**config.mk**
```make
export PLATFORM = sky130hd
export DESIGN_NAME = ray_rectangle_nearest_hit
export DESIGN_NICKNAME = d
export VERILOG_FILES = /design/src/rtl/rrnh_pkg.sv /design/src/rtl/ray_rectangle_nearest_hit.sv /design/src/rtl/rrnh_mac.sv /design/src/rtl/rrnh_divsqrt.sv
export SDC_FILE = /design/constraint.sdc
export NUM_CORES = 2
export LEC_CHECK = 0
export BUFFER_PORTS_ARGS = -buffer_cell sky130_fd_sc_hd__buf_2
export CORE_ASPECT_RATIO = 0.6
export CORE_MARGIN = 4
export CORE_UTILIZATION = 50
export CTS_CLUSTER_SIZE = 10
export DETAILED_ROUTE_END_ITERATION = 7
export PLACE_DENSITY_LB_ADDON = 0.25
export SETUP_SLACK_MARGIN = 0.2
export SLEW_MARGIN = 20
export SYNTH_ARGS = -nofsm -noshare
export SYNTH_HDL_FRONTEND = slang
export SYNTH_SLANG_ARGS = --single-unit
```
**constraint.sdc**
```tcl
create_clock -name clk -period 37.4 [get_ports clk]
set_clock_uncertainty 0.15 [all_clocks]
set_input_delay 5.61 -clock clk [delete_from_list [all_inputs] [get_ports clk]]
set_output_delay 5.61 -clock clk [all_outputs]
set_load 0.01 [all_outputs]
```
**src/rtl/rrnh_pkg.sv**
```systemverilog
// Shared types, widths and helpers for the ray / rectangle nearest-hit block.
// Used by rrnh_mac, rrnh_divsqrt and ray_rectangle_nearest_hit.
`default_nettype none
package rrnh_pkg;

  localparam int ACC_W  = 72;   // holds every exact cross product
  localparam int OP_W   = 36;   // signed multiplier operand
  localparam int HALF_W = 18;   // operand chunk per multiply cycle
  localparam int FRAC   = 16;
  localparam logic [16:0] PONE = 17'h10000;

  typedef enum logic [4:0] {
    ST_IDLE, ST_SQ, ST_SQRT, ST_MUL_X, ST_DIV_X, ST_MUL_Y, ST_DIV_Y,
    ST_SETUP, ST_DEN, ST_FIX, ST_NT, ST_NU, ST_CHK, ST_DIV_T, ST_NEXT,
    ST_FINISH, ST_HIT_X, ST_HIT_Y, ST_EMIT
  } state_t;

  typedef struct packed {
    logic en;
    logic clr;
    logic neg;
    logic hi;
  } mac_cmd_t;

  typedef struct packed {
    logic       start;
    logic       sqrt_mode;
    logic [5:0] steps;
  } div_cmd_t;

  // Clamp a 35-bit signed sum to the signed 32-bit range.
  function automatic logic [31:0] sat32(input logic [34:0] s);
    logic [31:0] r;
    if (s[34:31] == 4'b0000 || s[34:31] == 4'b1111) begin
      r = s[31:0];
    end else if (s[34]) begin
      r = 32'h8000_0000;
    end else begin
      r = 32'h7fff_ffff;
    end
    return r;
  endfunction

endpackage
`default_nettype wire

```
**src/rtl/ray_rectangle_nearest_hit.sv**
```systemverilog
// Top level of the ray / rectangle nearest-hit block: sequencer and state.
// Depends on rrnh_pkg, rrnh_mac and rrnh_divsqrt.
`default_nettype none
// A start request (tuser 0) sets the ray origin and turns direction and
// distance into a ray vector of that length; each rectangle request (tuser 1)
// is tested edge by edge against that ray unless its entity is the excluded
// one, and the request marked tlast produces one result: hit flag in tuser,
// entity and hit point in tdata (zero when nothing was hit). All values are
// Q16.16. One request is worked at a time and tready is low meanwhile; every
// product runs through one 36x18 multiply-accumulate unit (two partial
// products per product, four per cross product) and every quotient and the
// square root through one bit-serial divide/root unit. A start request
// squares the direction, takes its root, then multiplies and divides each
// component in turn; a zero direction stops after the root. A rectangle edge
// stops when parallel to the ray or when the cross products reject it, else
// it goes on to the division; an excluded rectangle skips its edges. A tlast
// request then forms the hit point on a hit and loads the result register,
// waiting while an earlier result is still held. The result sits in an
// output register, so the next request is accepted while it waits to be
// taken.
module ray_rectangle_nearest_hit (
  input  wire          clk,
  input  wire          rst,
  input  wire          s_axis_tvalid,
  output logic         s_axis_tready,
  // coord_x, coord_y, extent_x, extent_y, ray_length, entity_id, zero pad
  input  wire  [175:0] s_axis_tdata,
  // action
  input  wire          s_axis_tuser,
  input  wire          s_axis_tlast,
  output logic         m_axis_tvalid,
  input  wire          m_axis_tready,
  // hit_entity, hit_x, hit_y
  output logic [79:0]  m_axis_tdata,
  // hit_found
  output logic         m_axis_tuser
);

  localparam int AW = rrnh_pkg::ACC_W;
  localparam int OW = rrnh_pkg::OP_W;

  rrnh_pkg::state_t state, state_next;
  logic [1:0] cnt;
  logic       div_go;

  // request fields
  logic [31:0] in_cx, in_cy, in_ex, in_ey;
  logic [30:0] in_dist;
  logic [15:0] in_ent;
  logic        s_acc;

  // latched request
  logic [31:0] ex, ey, abs_x, abs_y;
  logic [30:0] ray_dist;
  logic [15:0] ent;
  logic        last;
  logic [32:0] rx, ry, xw, yh, rw, rh, nw, nh;

  // ray and search state
  logic [31:0] ox, oy, vx, vy;
  logic [15:0] excl, best_ent;
  logic [16:0] best;
  logic [31:0] ray_len;

  // edge state
  logic [1:0]  k;
  logic [33:0] ax, ay;
  logic [32:0] sx, sy;
  logic [AW-1:0] den, nt;
  logic        flip;
  logic [31:0] hx;

  // output register
  logic        o_valid, o_hit;
  logic [15:0] o_ent;
  logic [31:0] o_x, o_y;

  // shared units
  rrnh_pkg::mac_cmd_t mcmd;
  rrnh_pkg::div_cmd_t dcmd;
  logic [OW-1:0] mul_a, mul_b;
  logic [AW-1:0] acc;
  logic [AW-1:0] d_rem, d_dsr;
  logic [63:0]   d_src;
  logic          d_busy;
  logic [31:0]   d_q;
  logic          div_fin;

  logic          chk_pass;
  logic          hit;
  logic          emit_adv;
  logic [31:0]   hy;
  logic [32:0]   px, py;
  logic [31:0]   q_signed_x, q_signed_y;

  assign in_cx   = s_axis_tdata[31:0];
  assign in_cy   = s_axis_tdata[63:32];
  assign in_ex   = s_axis_tdata[95:64];
  assign in_ey   = s_axis_tdata[127:96];
  assign in_dist = s_axis_tdata[158:128];
  assign in_ent  = s_axis_tdata[174:159];

  assign s_axis_tready = (state == rrnh_pkg::ST_IDLE);
  assign s_acc         = s_axis_tvalid & s_axis_tready;
  assign div_fin       = ~div_go & ~d_busy;
  assign hit           = (best < rrnh_pkg::PONE);
  assign emit_adv      = (state == rrnh_pkg::ST_EMIT) & (~o_valid | m_axis_tready);

  assign chk_pass = ~nt[AW-1] & ~acc[AW-1] & (nt <= den) & (acc <= den);

  // hit point: origin plus floor(vec * param / 2^16), clamped
  assign hy = rrnh_pkg::sat32({{3{oy[31]}}, oy} + {acc[49], acc[49:16]});
  assign q_signed_x = ex[31] ? (~d_q + 32'd1) : d_q;
  assign q_signed_y = ey[31] ? (~d_q + 32'd1) : d_q;

  // corner of the current edge, walked from (x, y) through (x, y+h), (x+w, y+h) and (x+w, y)
  always_comb begin
    case (k)
      2'd0:    begin px = rx; py = ry; end
      2'd1:    begin px = rx; py = yh; end
      2'd2:    begin px = xw; py = yh; end
      default: begin px = xw; py = ry; end
    endcase
  end

  // ---------------------------------------------------------------- sequencer
  always_ff @(posedge clk) begin
    if (rst) begin
      state  <= rrnh_pkg::ST_IDLE;
      cnt    <= '0;
      div_go <= 1'b0;
    end else begin
      state  <= state_next;
      cnt    <= (state_next != state) ? 2'd0 : cnt + 2'd1;
      div_go <= (state_next != state) &&
                (state_next inside {rrnh_pkg::ST_SQRT, rrnh_pkg::ST_DIV_X,
                                    rrnh_pkg::ST_DIV_Y, rrnh_pkg::ST_DIV_T});
    end
  end

  always_comb begin
    state_next = state;
    mcmd       = '0;
    mcmd.hi    = cnt[0];
    mcmd.clr   = (cnt == 2'd0);
    mul_a      = '0;
    mul_b      = '0;
    dcmd       = '0;
    dcmd.start = div_go;
    d_rem      = '0;
    d_src      = '0;
    d_dsr      = '0;
    case (state)
      rrnh_pkg::ST_IDLE: begin
        if (s_acc) begin
          if (!s_axis_tuser) begin
            state_next = rrnh_pkg::ST_SQ;
          end else if (in_ent == excl) begin
            state_next = rrnh_pkg::ST_FINISH;
          end else begin
            state_next = rrnh_pkg::ST_SETUP;
          end
        end
      end
      rrnh_pkg::ST_SQ: begin
        mcmd.en = 1'b1;
        mul_a   = cnt[1] ? {{4{ey[31]}}, ey} : {{4{ex[31]}}, ex};
        mul_b   = mul_a;
        if (cnt == 2'd3) state_next = rrnh_pkg::ST_SQRT;
      end
      rrnh_pkg::ST_SQRT: begin
        dcmd.sqrt_mode = 1'b1;
        dcmd.steps     = 6'd32;
        d_src          = acc[63:0];
        if (div_fin) begin
          state_next = (d_q == 32'd0) ? rrnh_pkg::ST_FINISH : rrnh_pkg::ST_MUL_X;
        end
      end
      rrnh_pkg::ST_MUL_X, rrnh_pkg::ST_MUL_Y: begin
        mcmd.en = 1'b1;
        mul_a   = {4'd0, (state == rrnh_pkg::ST_MUL_X) ? abs_x : abs_y};
        mul_b   = {5'd0, ray_dist};
        if (cnt == 2'd1) begin
          state_next = (state == rrnh_pkg::ST_MUL_X) ? rrnh_pkg::ST_DIV_X
                                                     : rrnh_pkg::ST_DIV_Y;
        end
      end
      rrnh_pkg::ST_DIV_X, rrnh_pkg::ST_DIV_Y: begin
        dcmd.steps = 6'd31;
        d_rem      = {31'd0, acc[AW-1:31]};
        d_src      = {acc[30:0], 33'd0};
        d_dsr      = {40'd0, ray_len};
        if (div_fin) begin
          state_next = (state == rrnh_pkg::ST_DIV_X) ? rrnh_pkg::ST_MUL_Y
                                                     : rrnh_pkg::ST_FINISH;
        end
      end
      rrnh_pkg::ST_SETUP: begin
        state_next = rrnh_pkg::ST_DEN;
      end
      rrnh_pkg::ST_DEN: begin
        // den = vec x edge
        mcmd.en  = 1'b1;
        mcmd.neg = cnt[1];
        mul_a    = cnt[1] ? {{4{vy[31]}}, vy} : {{4{vx[31]}}, vx};
        mul_b    = cnt[1] ? {{3{sx[32]}}, sx} : {{3{sy[32]}}, sy};
        if (cnt == 2'd3) state_next = rrnh_pkg::ST_FIX;
      end
      rrnh_pkg::ST_FIX: begin
        // drop parallel edges
        state_next = (acc == '0) ? rrnh_pkg::ST_NEXT : rrnh_pkg::ST_NT;
      end
      rrnh_pkg::ST_NT: begin
        mcmd.en  = 1'b1;
        mcmd.neg = cnt[1] ^ flip;
        mul_a    = cnt[1] ? {{2{ay[33]}}, ay} : {{2{ax[33]}}, ax};
        mul_b    = cnt[1] ? {{3{sx[32]}}, sx} : {{3{sy[32]}}, sy};
        if (cnt == 2'd3) state_next = rrnh_pkg::ST_NU;
      end
      rrnh_pkg::ST_NU: begin
        mcmd.en  = 1'b1;
        mcmd.neg = cnt[1] ^ flip;
        mul_a    = cnt[1] ? {{2{ay[33]}}, ay} : {{2{ax[33]}}, ax};
        mul_b    = cnt[1] ? {{4{vx[31]}}, vx} : {{4{vy[31]}}, vy};
        if (cnt == 2'd3) state_next = rrnh_pkg::ST_CHK;
      end
      rrnh_pkg::ST_CHK: begin
        state_next = chk_pass ? rrnh_pkg::ST_DIV_T : rrnh_pkg::ST_NEXT;
      end
      rrnh_pkg::ST_DIV_T: begin
        // quotient of (nt << 16) / den never exceeds one, so 17 bits suffice
        dcmd.steps = 6'd17;
        d_rem      = {1'b0, nt[AW-1:1]};
        d_src      = {nt[0], 63'd0};
        d_dsr      = den;
        if (div_fin) state_next = rrnh_pkg::ST_NEXT;
      end
      rrnh_pkg::ST_NEXT: begin
        state_next = (k == 2'd3) ? rrnh_pkg::ST_FINISH : rrnh_pkg::ST_SETUP;
      end
      rrnh_pkg::ST_FINISH: begin
        if (!last) begin
          state_next = rrnh_pkg::ST_IDLE;
        end else if (hit) begin
          state_next = rrnh_pkg::ST_HIT_X;
        end else begin
          state_next = rrnh_pkg::ST_EMIT;
        end
      end
      rrnh_pkg::ST_HIT_X, rrnh_pkg::ST_HIT_Y: begin
        mcmd.en = 1'b1;
        mul_a   = (state == rrnh_pkg::ST_HIT_X) ? {{4{vx[31]}}, vx} : {{4{vy[31]}}, vy};
        mul_b   = {19'd0, best};
        if (cnt == 2'd1) begin
          state_next = (state == rrnh_pkg::ST_HIT_X) ? rrnh_pkg::ST_HIT_Y
                                                     : rrnh_pkg::ST_EMIT;
        end
      end
      rrnh_pkg::ST_EMIT: begin
        if (emit_adv) state_next = rrnh_pkg::ST_IDLE;
      end
      default: begin
        state_next = rrnh_pkg::ST_IDLE;
      end
    endcase
  end

  // ---------------------------------------------------------------- datapath
  always_ff @(posedge clk) begin
    if (rst) begin
      ox       <= '0;
      oy       <= '0;
      vx       <= '0;
      vy       <= '0;
      excl     <= '0;
      best     <= rrnh_pkg::PONE;
      best_ent <= '0;
    end else begin
      case (state)
        rrnh_pkg::ST_IDLE: begin
          if (s_acc && !s_axis_tuser) begin
            // new ray: restart the search
            ox       <= in_cx;
            oy       <= in_cy;
            excl     <= in_ent;
            best     <= rrnh_pkg::PONE;
            best_ent <= '0;
          end
        end
        rrnh_pkg::ST_SQRT: begin
          if (div_fin && d_q == 32'd0) begin
            vx <= '0;
            vy <= '0;
          end
        end
        rrnh_pkg::ST_DIV_X: begin
          if (div_fin) vx <= q_signed_x;
        end
        rrnh_pkg::ST_DIV_Y: begin
          if (div_fin) vy <= q_signed_y;
        end
        rrnh_pkg::ST_DIV_T: begin
          // strict compare keeps the first of equal parameters
          if (div_fin && d_q[16:0] < best) begin
            best     <= d_q[16:0];
            best_ent <= ent;
          end
        end
        rrnh_pkg::ST_EMIT: begin
          if (emit_adv) begin
            best     <= rrnh_pkg::PONE;
            best_ent <= '0;
          end
        end
        default: begin
        end
      endcase
    end
  end

  // payload registers, no reset needed
  always_ff @(posedge clk) begin
    if (s_acc) begin
      ex       <= in_ex;
      ey       <= in_ey;
      abs_x    <= in_ex[31] ? (~in_ex + 32'd1) : in_ex;
      abs_y    <= in_ey[31] ? (~in_ey + 32'd1) : in_ey;
      ray_dist <= in_dist;
      ent      <= in_ent;
      last     <= s_axis_tlast;
      rx       <= {in_cx[31], in_cx};
      ry       <= {in_cy[31], in_cy};
      rw       <= {in_ex[31], in_ex};
      rh       <= {in_ey[31], in_ey};
      xw       <= {in_cx[31], in_cx} + {in_ex[31], in_ex};
      yh       <= {in_cy[31], in_cy} + {in_ey[31], in_ey};
      nw       <= ~{in_ex[31], in_ex} + 33'd1;
      nh       <= ~{in_ey[31], in_ey} + 33'd1;
      k        <= 2'd0;
    end
    // hold the direction length as divisor for both components
    if (state == rrnh_pkg::ST_SQRT && div_fin) begin
      ray_len <= d_q;
    end
    if (state == rrnh_pkg::ST_SETUP) begin
      ax <= {px[32], px} - {{2{ox[31]}}, ox};
      ay <= {py[32], py} - {{2{oy[31]}}, oy};
      case (k)
        2'd0:    begin sx <= '0; sy <= rh; end
        2'd1:    begin sx <= rw; sy <= '0; end
        2'd2:    begin sx <= '0; sy <= nh; end
        default: begin sx <= nw; sy <= '0; end
      endcase
    end
    if (state == rrnh_pkg::ST_FIX) begin
      // fold the sign of den into the later cross products
      den  <= acc[AW-1] ? (~acc + {{(AW-1){1'b0}}, 1'b1}) : acc;
      flip <= acc[AW-1];
    end
    if (state == rrnh_pkg::ST_NU && cnt == 2'd0) begin
      nt <= acc;
    end
    if (state == rrnh_pkg::ST_NEXT) begin
      k <= k + 2'd1;
    end
    if (state == rrnh_pkg::ST_HIT_Y && cnt == 2'd0) begin
      hx <= rrnh_pkg::sat32({{3{ox[31]}}, ox} + {acc[49], acc[49:16]});
    end
    if (emit_adv) begin
      o_hit <= hit;
      o_ent <= hit ? best_ent : 16'd0;
      o_x   <= hit ? hx : 32'd0;
      o_y   <= hit ? hy : 32'd0;
    end
  end

  always_ff @(posedge clk) begin
    if (rst) begin
      o_valid <= 1'b0;
    end else if (emit_adv) begin
      o_valid <= 1'b1;
    end else if (m_axis_tready) begin
      o_valid <= 1'b0;
    end
  end

  assign m_axis_tvalid = o_valid;
  assign m_axis_tuser  = o_hit;
  assign m_axis_tdata  = {o_y, o_x, o_ent};

  rrnh_mac u_mac (
    .clk  (clk),
    .cmd  (mcmd),
    .op_a (mul_a),
    .op_b (mul_b),
    .acc  (acc)
  );

  rrnh_divsqrt u_div (
    .clk      (clk),
    .rst      (rst),
    .cmd      (dcmd),
    .rem_init (d_rem),
    .src_init (d_src),
    .divisor  (d_dsr),
    .busy     (d_busy),
    .quot     (d_q)
  );

  // ---------------------------------------------------------------- checks
  a_best_bound: assert property (@(posedge clk) disable iff (rst)
    best <= rrnh_pkg::PONE)
    else $error("kept parameter above one");

  a_div_owner: assert property (@(posedge clk) disable iff (rst)
    d_busy |-> (state == rrnh_pkg::ST_SQRT || state == rrnh_pkg::ST_DIV_X ||
                state == rrnh_pkg::ST_DIV_Y || state == rrnh_pkg::ST_DIV_T))
    else $error("divider running outside a divide state");

  a_emit_valid: assert property (@(posedge clk) disable iff (rst)
    emit_adv |=> m_axis_tvalid)
    else $error("result lost after emit");

  a_miss_zero: assert property (@(posedge clk) disable iff (rst)
    (m_axis_tvalid && !m_axis_tuser) |-> (m_axis_tdata == 80'd0))
    else $error("miss result carries data");

endmodule
`default_nettype wire

```
**src/rtl/rrnh_mac.sv**
```systemverilog
// Shared multiply-accumulate unit: 36 x 18 bit partial product per enabled cycle.
// Depends on rrnh_pkg for widths and the command struct.
`default_nettype none
module rrnh_mac (
  input  wire                        clk,
  input  wire rrnh_pkg::mac_cmd_t    cmd,
  input  wire [rrnh_pkg::OP_W-1:0]   op_a,
  input  wire [rrnh_pkg::OP_W-1:0]   op_b,
  output logic [rrnh_pkg::ACC_W-1:0] acc
);

  logic signed [rrnh_pkg::OP_W-1:0]     a_s;
  logic signed [rrnh_pkg::HALF_W:0]     chunk;
  logic signed [rrnh_pkg::OP_W+rrnh_pkg::HALF_W:0] prod;
  logic [rrnh_pkg::ACC_W-1:0] ext;
  logic [rrnh_pkg::ACC_W-1:0] shifted;
  logic [rrnh_pkg::ACC_W-1:0] addend;
  logic [rrnh_pkg::ACC_W-1:0] base;

  always_comb begin
    a_s   = op_a;
    // upper chunk is signed, lower chunk is a plain magnitude
    chunk = cmd.hi ? {op_b[rrnh_pkg::OP_W-1], op_b[rrnh_pkg::OP_W-1:rrnh_pkg::HALF_W]}
                   : {1'b0, op_b[rrnh_pkg::HALF_W-1:0]};
    prod  = a_s * chunk;
    ext   = {{(rrnh_pkg::ACC_W-rrnh_pkg::OP_W-rrnh_pkg::HALF_W-1){prod[$high(prod)]}}, prod};
    shifted = cmd.hi ? (ext << rrnh_pkg::HALF_W) : ext;
    addend  = cmd.neg ? ~shifted : shifted;
    base    = cmd.clr ? '0 : acc;
  end

  always_ff @(posedge clk) begin
    if (cmd.en) begin
      acc <= base + addend + {{(rrnh_pkg::ACC_W-1){1'b0}}, cmd.neg};
    end
  end

endmodule
`default_nettype wire

```
**src/rtl/rrnh_divsqrt.sv**
```systemverilog
// Shared restoring divider and digit-by-digit square root, one bit per cycle.
// Depends on rrnh_pkg for widths and the command struct.
`default_nettype none
module rrnh_divsqrt (
  input  wire                        clk,
  input  wire                        rst,
  input  wire rrnh_pkg::div_cmd_t    cmd,
  input  wire [rrnh_pkg::ACC_W-1:0]  rem_init,
  input  wire [63:0]                 src_init,
  input  wire [rrnh_pkg::ACC_W-1:0]  divisor,
  output logic                       busy,
  output logic [31:0]                quot
);

  logic [rrnh_pkg::ACC_W-1:0] rem;
  logic [rrnh_pkg::ACC_W-1:0] dsr;
  logic [63:0]                src;
  logic [5:0]                 cnt;
  logic                       sqrt_mode;
  logic [rrnh_pkg::ACC_W-1:0] trial;
  logic [rrnh_pkg::ACC_W-1:0] sub;
  logic [rrnh_pkg::ACC_W:0]   diff;
  logic                       ge;

  always_comb begin
    if (sqrt_mode) begin
      trial = {rem[rrnh_pkg::ACC_W-3:0], src[63:62]};
      sub   = {{(rrnh_pkg::ACC_W-34){1'b0}}, quot, 2'b01};
    end else begin
      trial = {rem[rrnh_pkg::ACC_W-2:0], src[63]};
      sub   = dsr;
    end
    diff = {1'b0, trial} - {1'b0, sub};
    ge   = ~diff[rrnh_pkg::ACC_W];
  end

  always_ff @(posedge clk) begin
    if (rst) begin
      busy <= 1'b0;
      cnt  <= '0;
    end else if (cmd.start) begin
      busy <= 1'b1;
      cnt  <= cmd.steps;
    end else if (busy) begin
      cnt <= cnt - 6'd1;
      if (cnt == 6'd1) begin
        busy <= 1'b0;
      end
    end
  end

  always_ff @(posedge clk) begin
    if (cmd.start) begin
      rem       <= rem_init;
      src       <= src_init;
      dsr       <= divisor;
      sqrt_mode <= cmd.sqrt_mode;
      quot      <= '0;
    end else if (busy) begin
      rem  <= ge ? diff[rrnh_pkg::ACC_W-1:0] : trial;
      quot <= {quot[30:0], ge};
      src  <= sqrt_mode ? {src[61:0], 2'b00} : {src[62:0], 1'b0};
    end
  end

endmodule
`default_nettype wire
```
==> qor.csv <==
metric,value,unit
Final Max Slew Viols,0,
Pleak,0.04556,µW
Startpoint Class,flip-flop,
post-cts resize count,0,
sequential area share after synthesis,0.3639,
critical path's largest stage delay,0.89,ns
"Max FO, Critical Path",58,
met1 Track Usage GR,0.5050,
"Area growth, synth to finish",9.068,%
Total GRT Usage,0.3378,
maximum vdd ir drop,49.00,µV
Post-synth EDFFs,1074,
DRC,0,
grt met2 use,0.4235,
total gr overflow,0,
initial antenna violation count,33,
Worst Hold Class,flip-flop to flip-flop,
clock slew seen by the registers of the worst setup and hold paths,0.07,ns
"Data arrival, critical path",15.86,ns
Root Buffer,clkbuf_16,
Placed Area,0.1056,mm²
Critical R2R Launch,cnt[1],
Area contributors post-synth,"edfxtp_1, fa_1, ha_1",
final core occ,0.5498,
DR WL/cell,27.62,µm
Critical Path RT,37.79,ns
H-tree depth,4,
row count,127,
Crit Path Class,flip-flop to flip-flop,
port bufs,263,
synthesized instance count,10140,
iteration-0 DRC count of the detailed router,11040,
global placement routability congestion,1.010,
pin count of the biggest net entering global routing,151,
Critical Path End Type,flip-flop,
capture point of the worst reg-to-reg path,u_mac.acc[69],
DP HPWL,272300,µm
CTS tree,done,
DR vias,80970,
worst skew pair latency,0.83,ns
RSZ-0062 raised after global routing,no,
"count leader, synth",edfxtp_1,
Final Cycle Share,0.4138,
routed wire length,360900,µm
post-route antenna net violation count,0,
"reg-to-reg slack, setup",21.92,ns
Top Usage Layer GRT,met1,
Worst-Margin Slew,1.174,ns
share of layout cells above drive strength 1,0.09011,
final hold violation count,0,
"Setup violations, final",0,
most used cell along the critical path,ha_1,
die area,0.2095,mm²
crit path capture,u_mac.acc[69],
Initial Util,0.5041,
die width,588.2,µm
Commonest cells post-synth,"edfxtp_1, nand2_1, inv_1",
fin nets,11730,
1st-pass router iterations,7,
syn avg cell area,9.963,µm²
first-pass GRT wire length,524600,µm
asr flop ratio synth,0,
Register-to-Register Path Depth,46,
pwr dens,87.44,mW/mm²
vias in the first global route,77620,
kind of cell adding the most delay to the critical path,compound AO/OA/AOI/OAI gates,
Die Y,356.1,µm
mapped cell area,0.1010,mm²
post-synthesis cell type count,85,
min Tclk post-route,15.48,ns
#FFs+latches synth,1299,
CTS hold repair buffers,0,
syn_nets,11620,
Synth warnings,0,
Ports,265,
grt met3 use,0.1597,
slowest CP cell,dfxtp_4,
CTS Buf Count,158,
vias per std cell,6.196,
clk sink count,1299,
Multi-input gate area,0.05923,mm²
CP startpoint,cnt[1],
max-cap viol count,0,
Most used DFF post-synth,edfxtp_1,
Post-Route Setup TNS,0,ns
status,finished clean,
Levels on crit path,46,
top cell type's share of synthesized area,0.3193,
Max-slew headroom,0.2172,
register area,0.03677,mm²
Synth area leader,edfxtp_1,
post-route cell area,0.1102,mm²
Clock Tree Buf Depth,4,
Fmax achieved,64.62,MHz
Core ar.,0.2004,mm²
Fill cells,17540,
Buf/Inv on CP,7,
post-CTS setup buffer count,0,
Min Hold Slack,0.2999,ns
-- logic make-up after synthesis --
family,count (synthesis),share of synthesized area
xor gates and xnor gates,687,0.05957
DFF,1299,0.3639
adders and majority gates,1302,0.2090
AOI/OAI and AO/OA,2188,0.1391
buffers and inverters,1426,0.05302
muxes,435,0.04524
and+or+nand+nor,2801,0.1302
-- routing by layer --
layer,routed length [µm],part of all wire
met1,155600,0.43
met2,132000,0.37
met3,61140,0.17
met4,12070,0.033
met5,86,0.00024
-- stage by stage --
stage          std cells  power, µW  setup slack (ns)
5_1_grt            13060      10190             21.28
4_1_cts            13050       9462             22.47
6_report           13070       9632             21.92
3_5_place_dp       12800       8035             22.53
3_3_place_gp       12800       7932             22.53
2_1_floorplan      10140       6175             21.00
-- cells in the final DEF (no fill, tap or decap), types with 47 or more instances in the layout --
| cell | instances |
|---|---|
| o31ai_1 | 50 |
| nand2_1 | 983 |
| clkbuf_16 | 160 |
| mux2_2 | 172 |
| nor3_1 | 119 |
| a221oi_1 | 80 |
| a21o_1 | 280 |
| a21oi_1 | 628 |
| nand3_1 | 127 |
| o21bai_1 | 58 |
| o21ai_0 | 457 |
| a22oi_1 | 82 |
| and3_1 | 47 |
| xnor2_1 | 453 |
| buf_2 | 262 |
| nand2b_1 | 184 |
| o21a_1 | 65 |
| fa_1 | 642 |
| nand4_1 | 90 |
| nor2_1 | 715 |
| a22o_1 | 98 |
| edfxtp_1 | 1074 |
| clkbuf_1 | 81 |
| inv_1 | 911 |
| xor2_1 | 234 |
| mux2i_1 | 263 |
| dfxtp_1 | 220 |
| nor2b_1 | 240 |
| ha_1 | 659 |
| buf_4 | 196 |
| o22ai_1 | 54 |
| or3_1 | 69 |
| and2_1 | 58 |
-- final cells by class --
type | instances | area share
clock buffers | 243 | 0.03936
diodes | 15 | 0.0003407
flip-flops and latches | 1299 | 0.3338
inverters | 916 | 0.03126
well taps | 2709 | 0.03077
clock inverters | 11 | 0.0009314
repair buffers | 461 | 0.02587
multi-input cells | 7413 | 0.5377
-- worst min path at each step --
stage,from,end,slack [ns],depth (start not counted)
global route,ent[6],best_ent[6],0.31,1
CTS,ent[0],best_ent[0],0.30,1
floorplan,u_div.quot[0],ray_len[0],0.26,0
finish,ent[6],best_ent[6],0.30,1
global placement,ent[2],best_ent[2],0.29,1
detailed placement,ent[0],best_ent[0],0.29,1
-- where the power goes --
part / switching (µW) / internal [µW]
clock: 613 / 792
combinational: 3840 / 2020
sequential: 274 / 2090
-- state kept, by name, indices dropped and copies added (netlist names), 33 cells and up --
name	cells
ay	34
xw	33
u_mac.acc	72
u_div.rem	71
den	72
u_div.dsr	72
nt	72
u_div.src	64
sx	33
yh	33
sy	33
ax	34
Note: power is estimated with default switching activity, not from simulation.
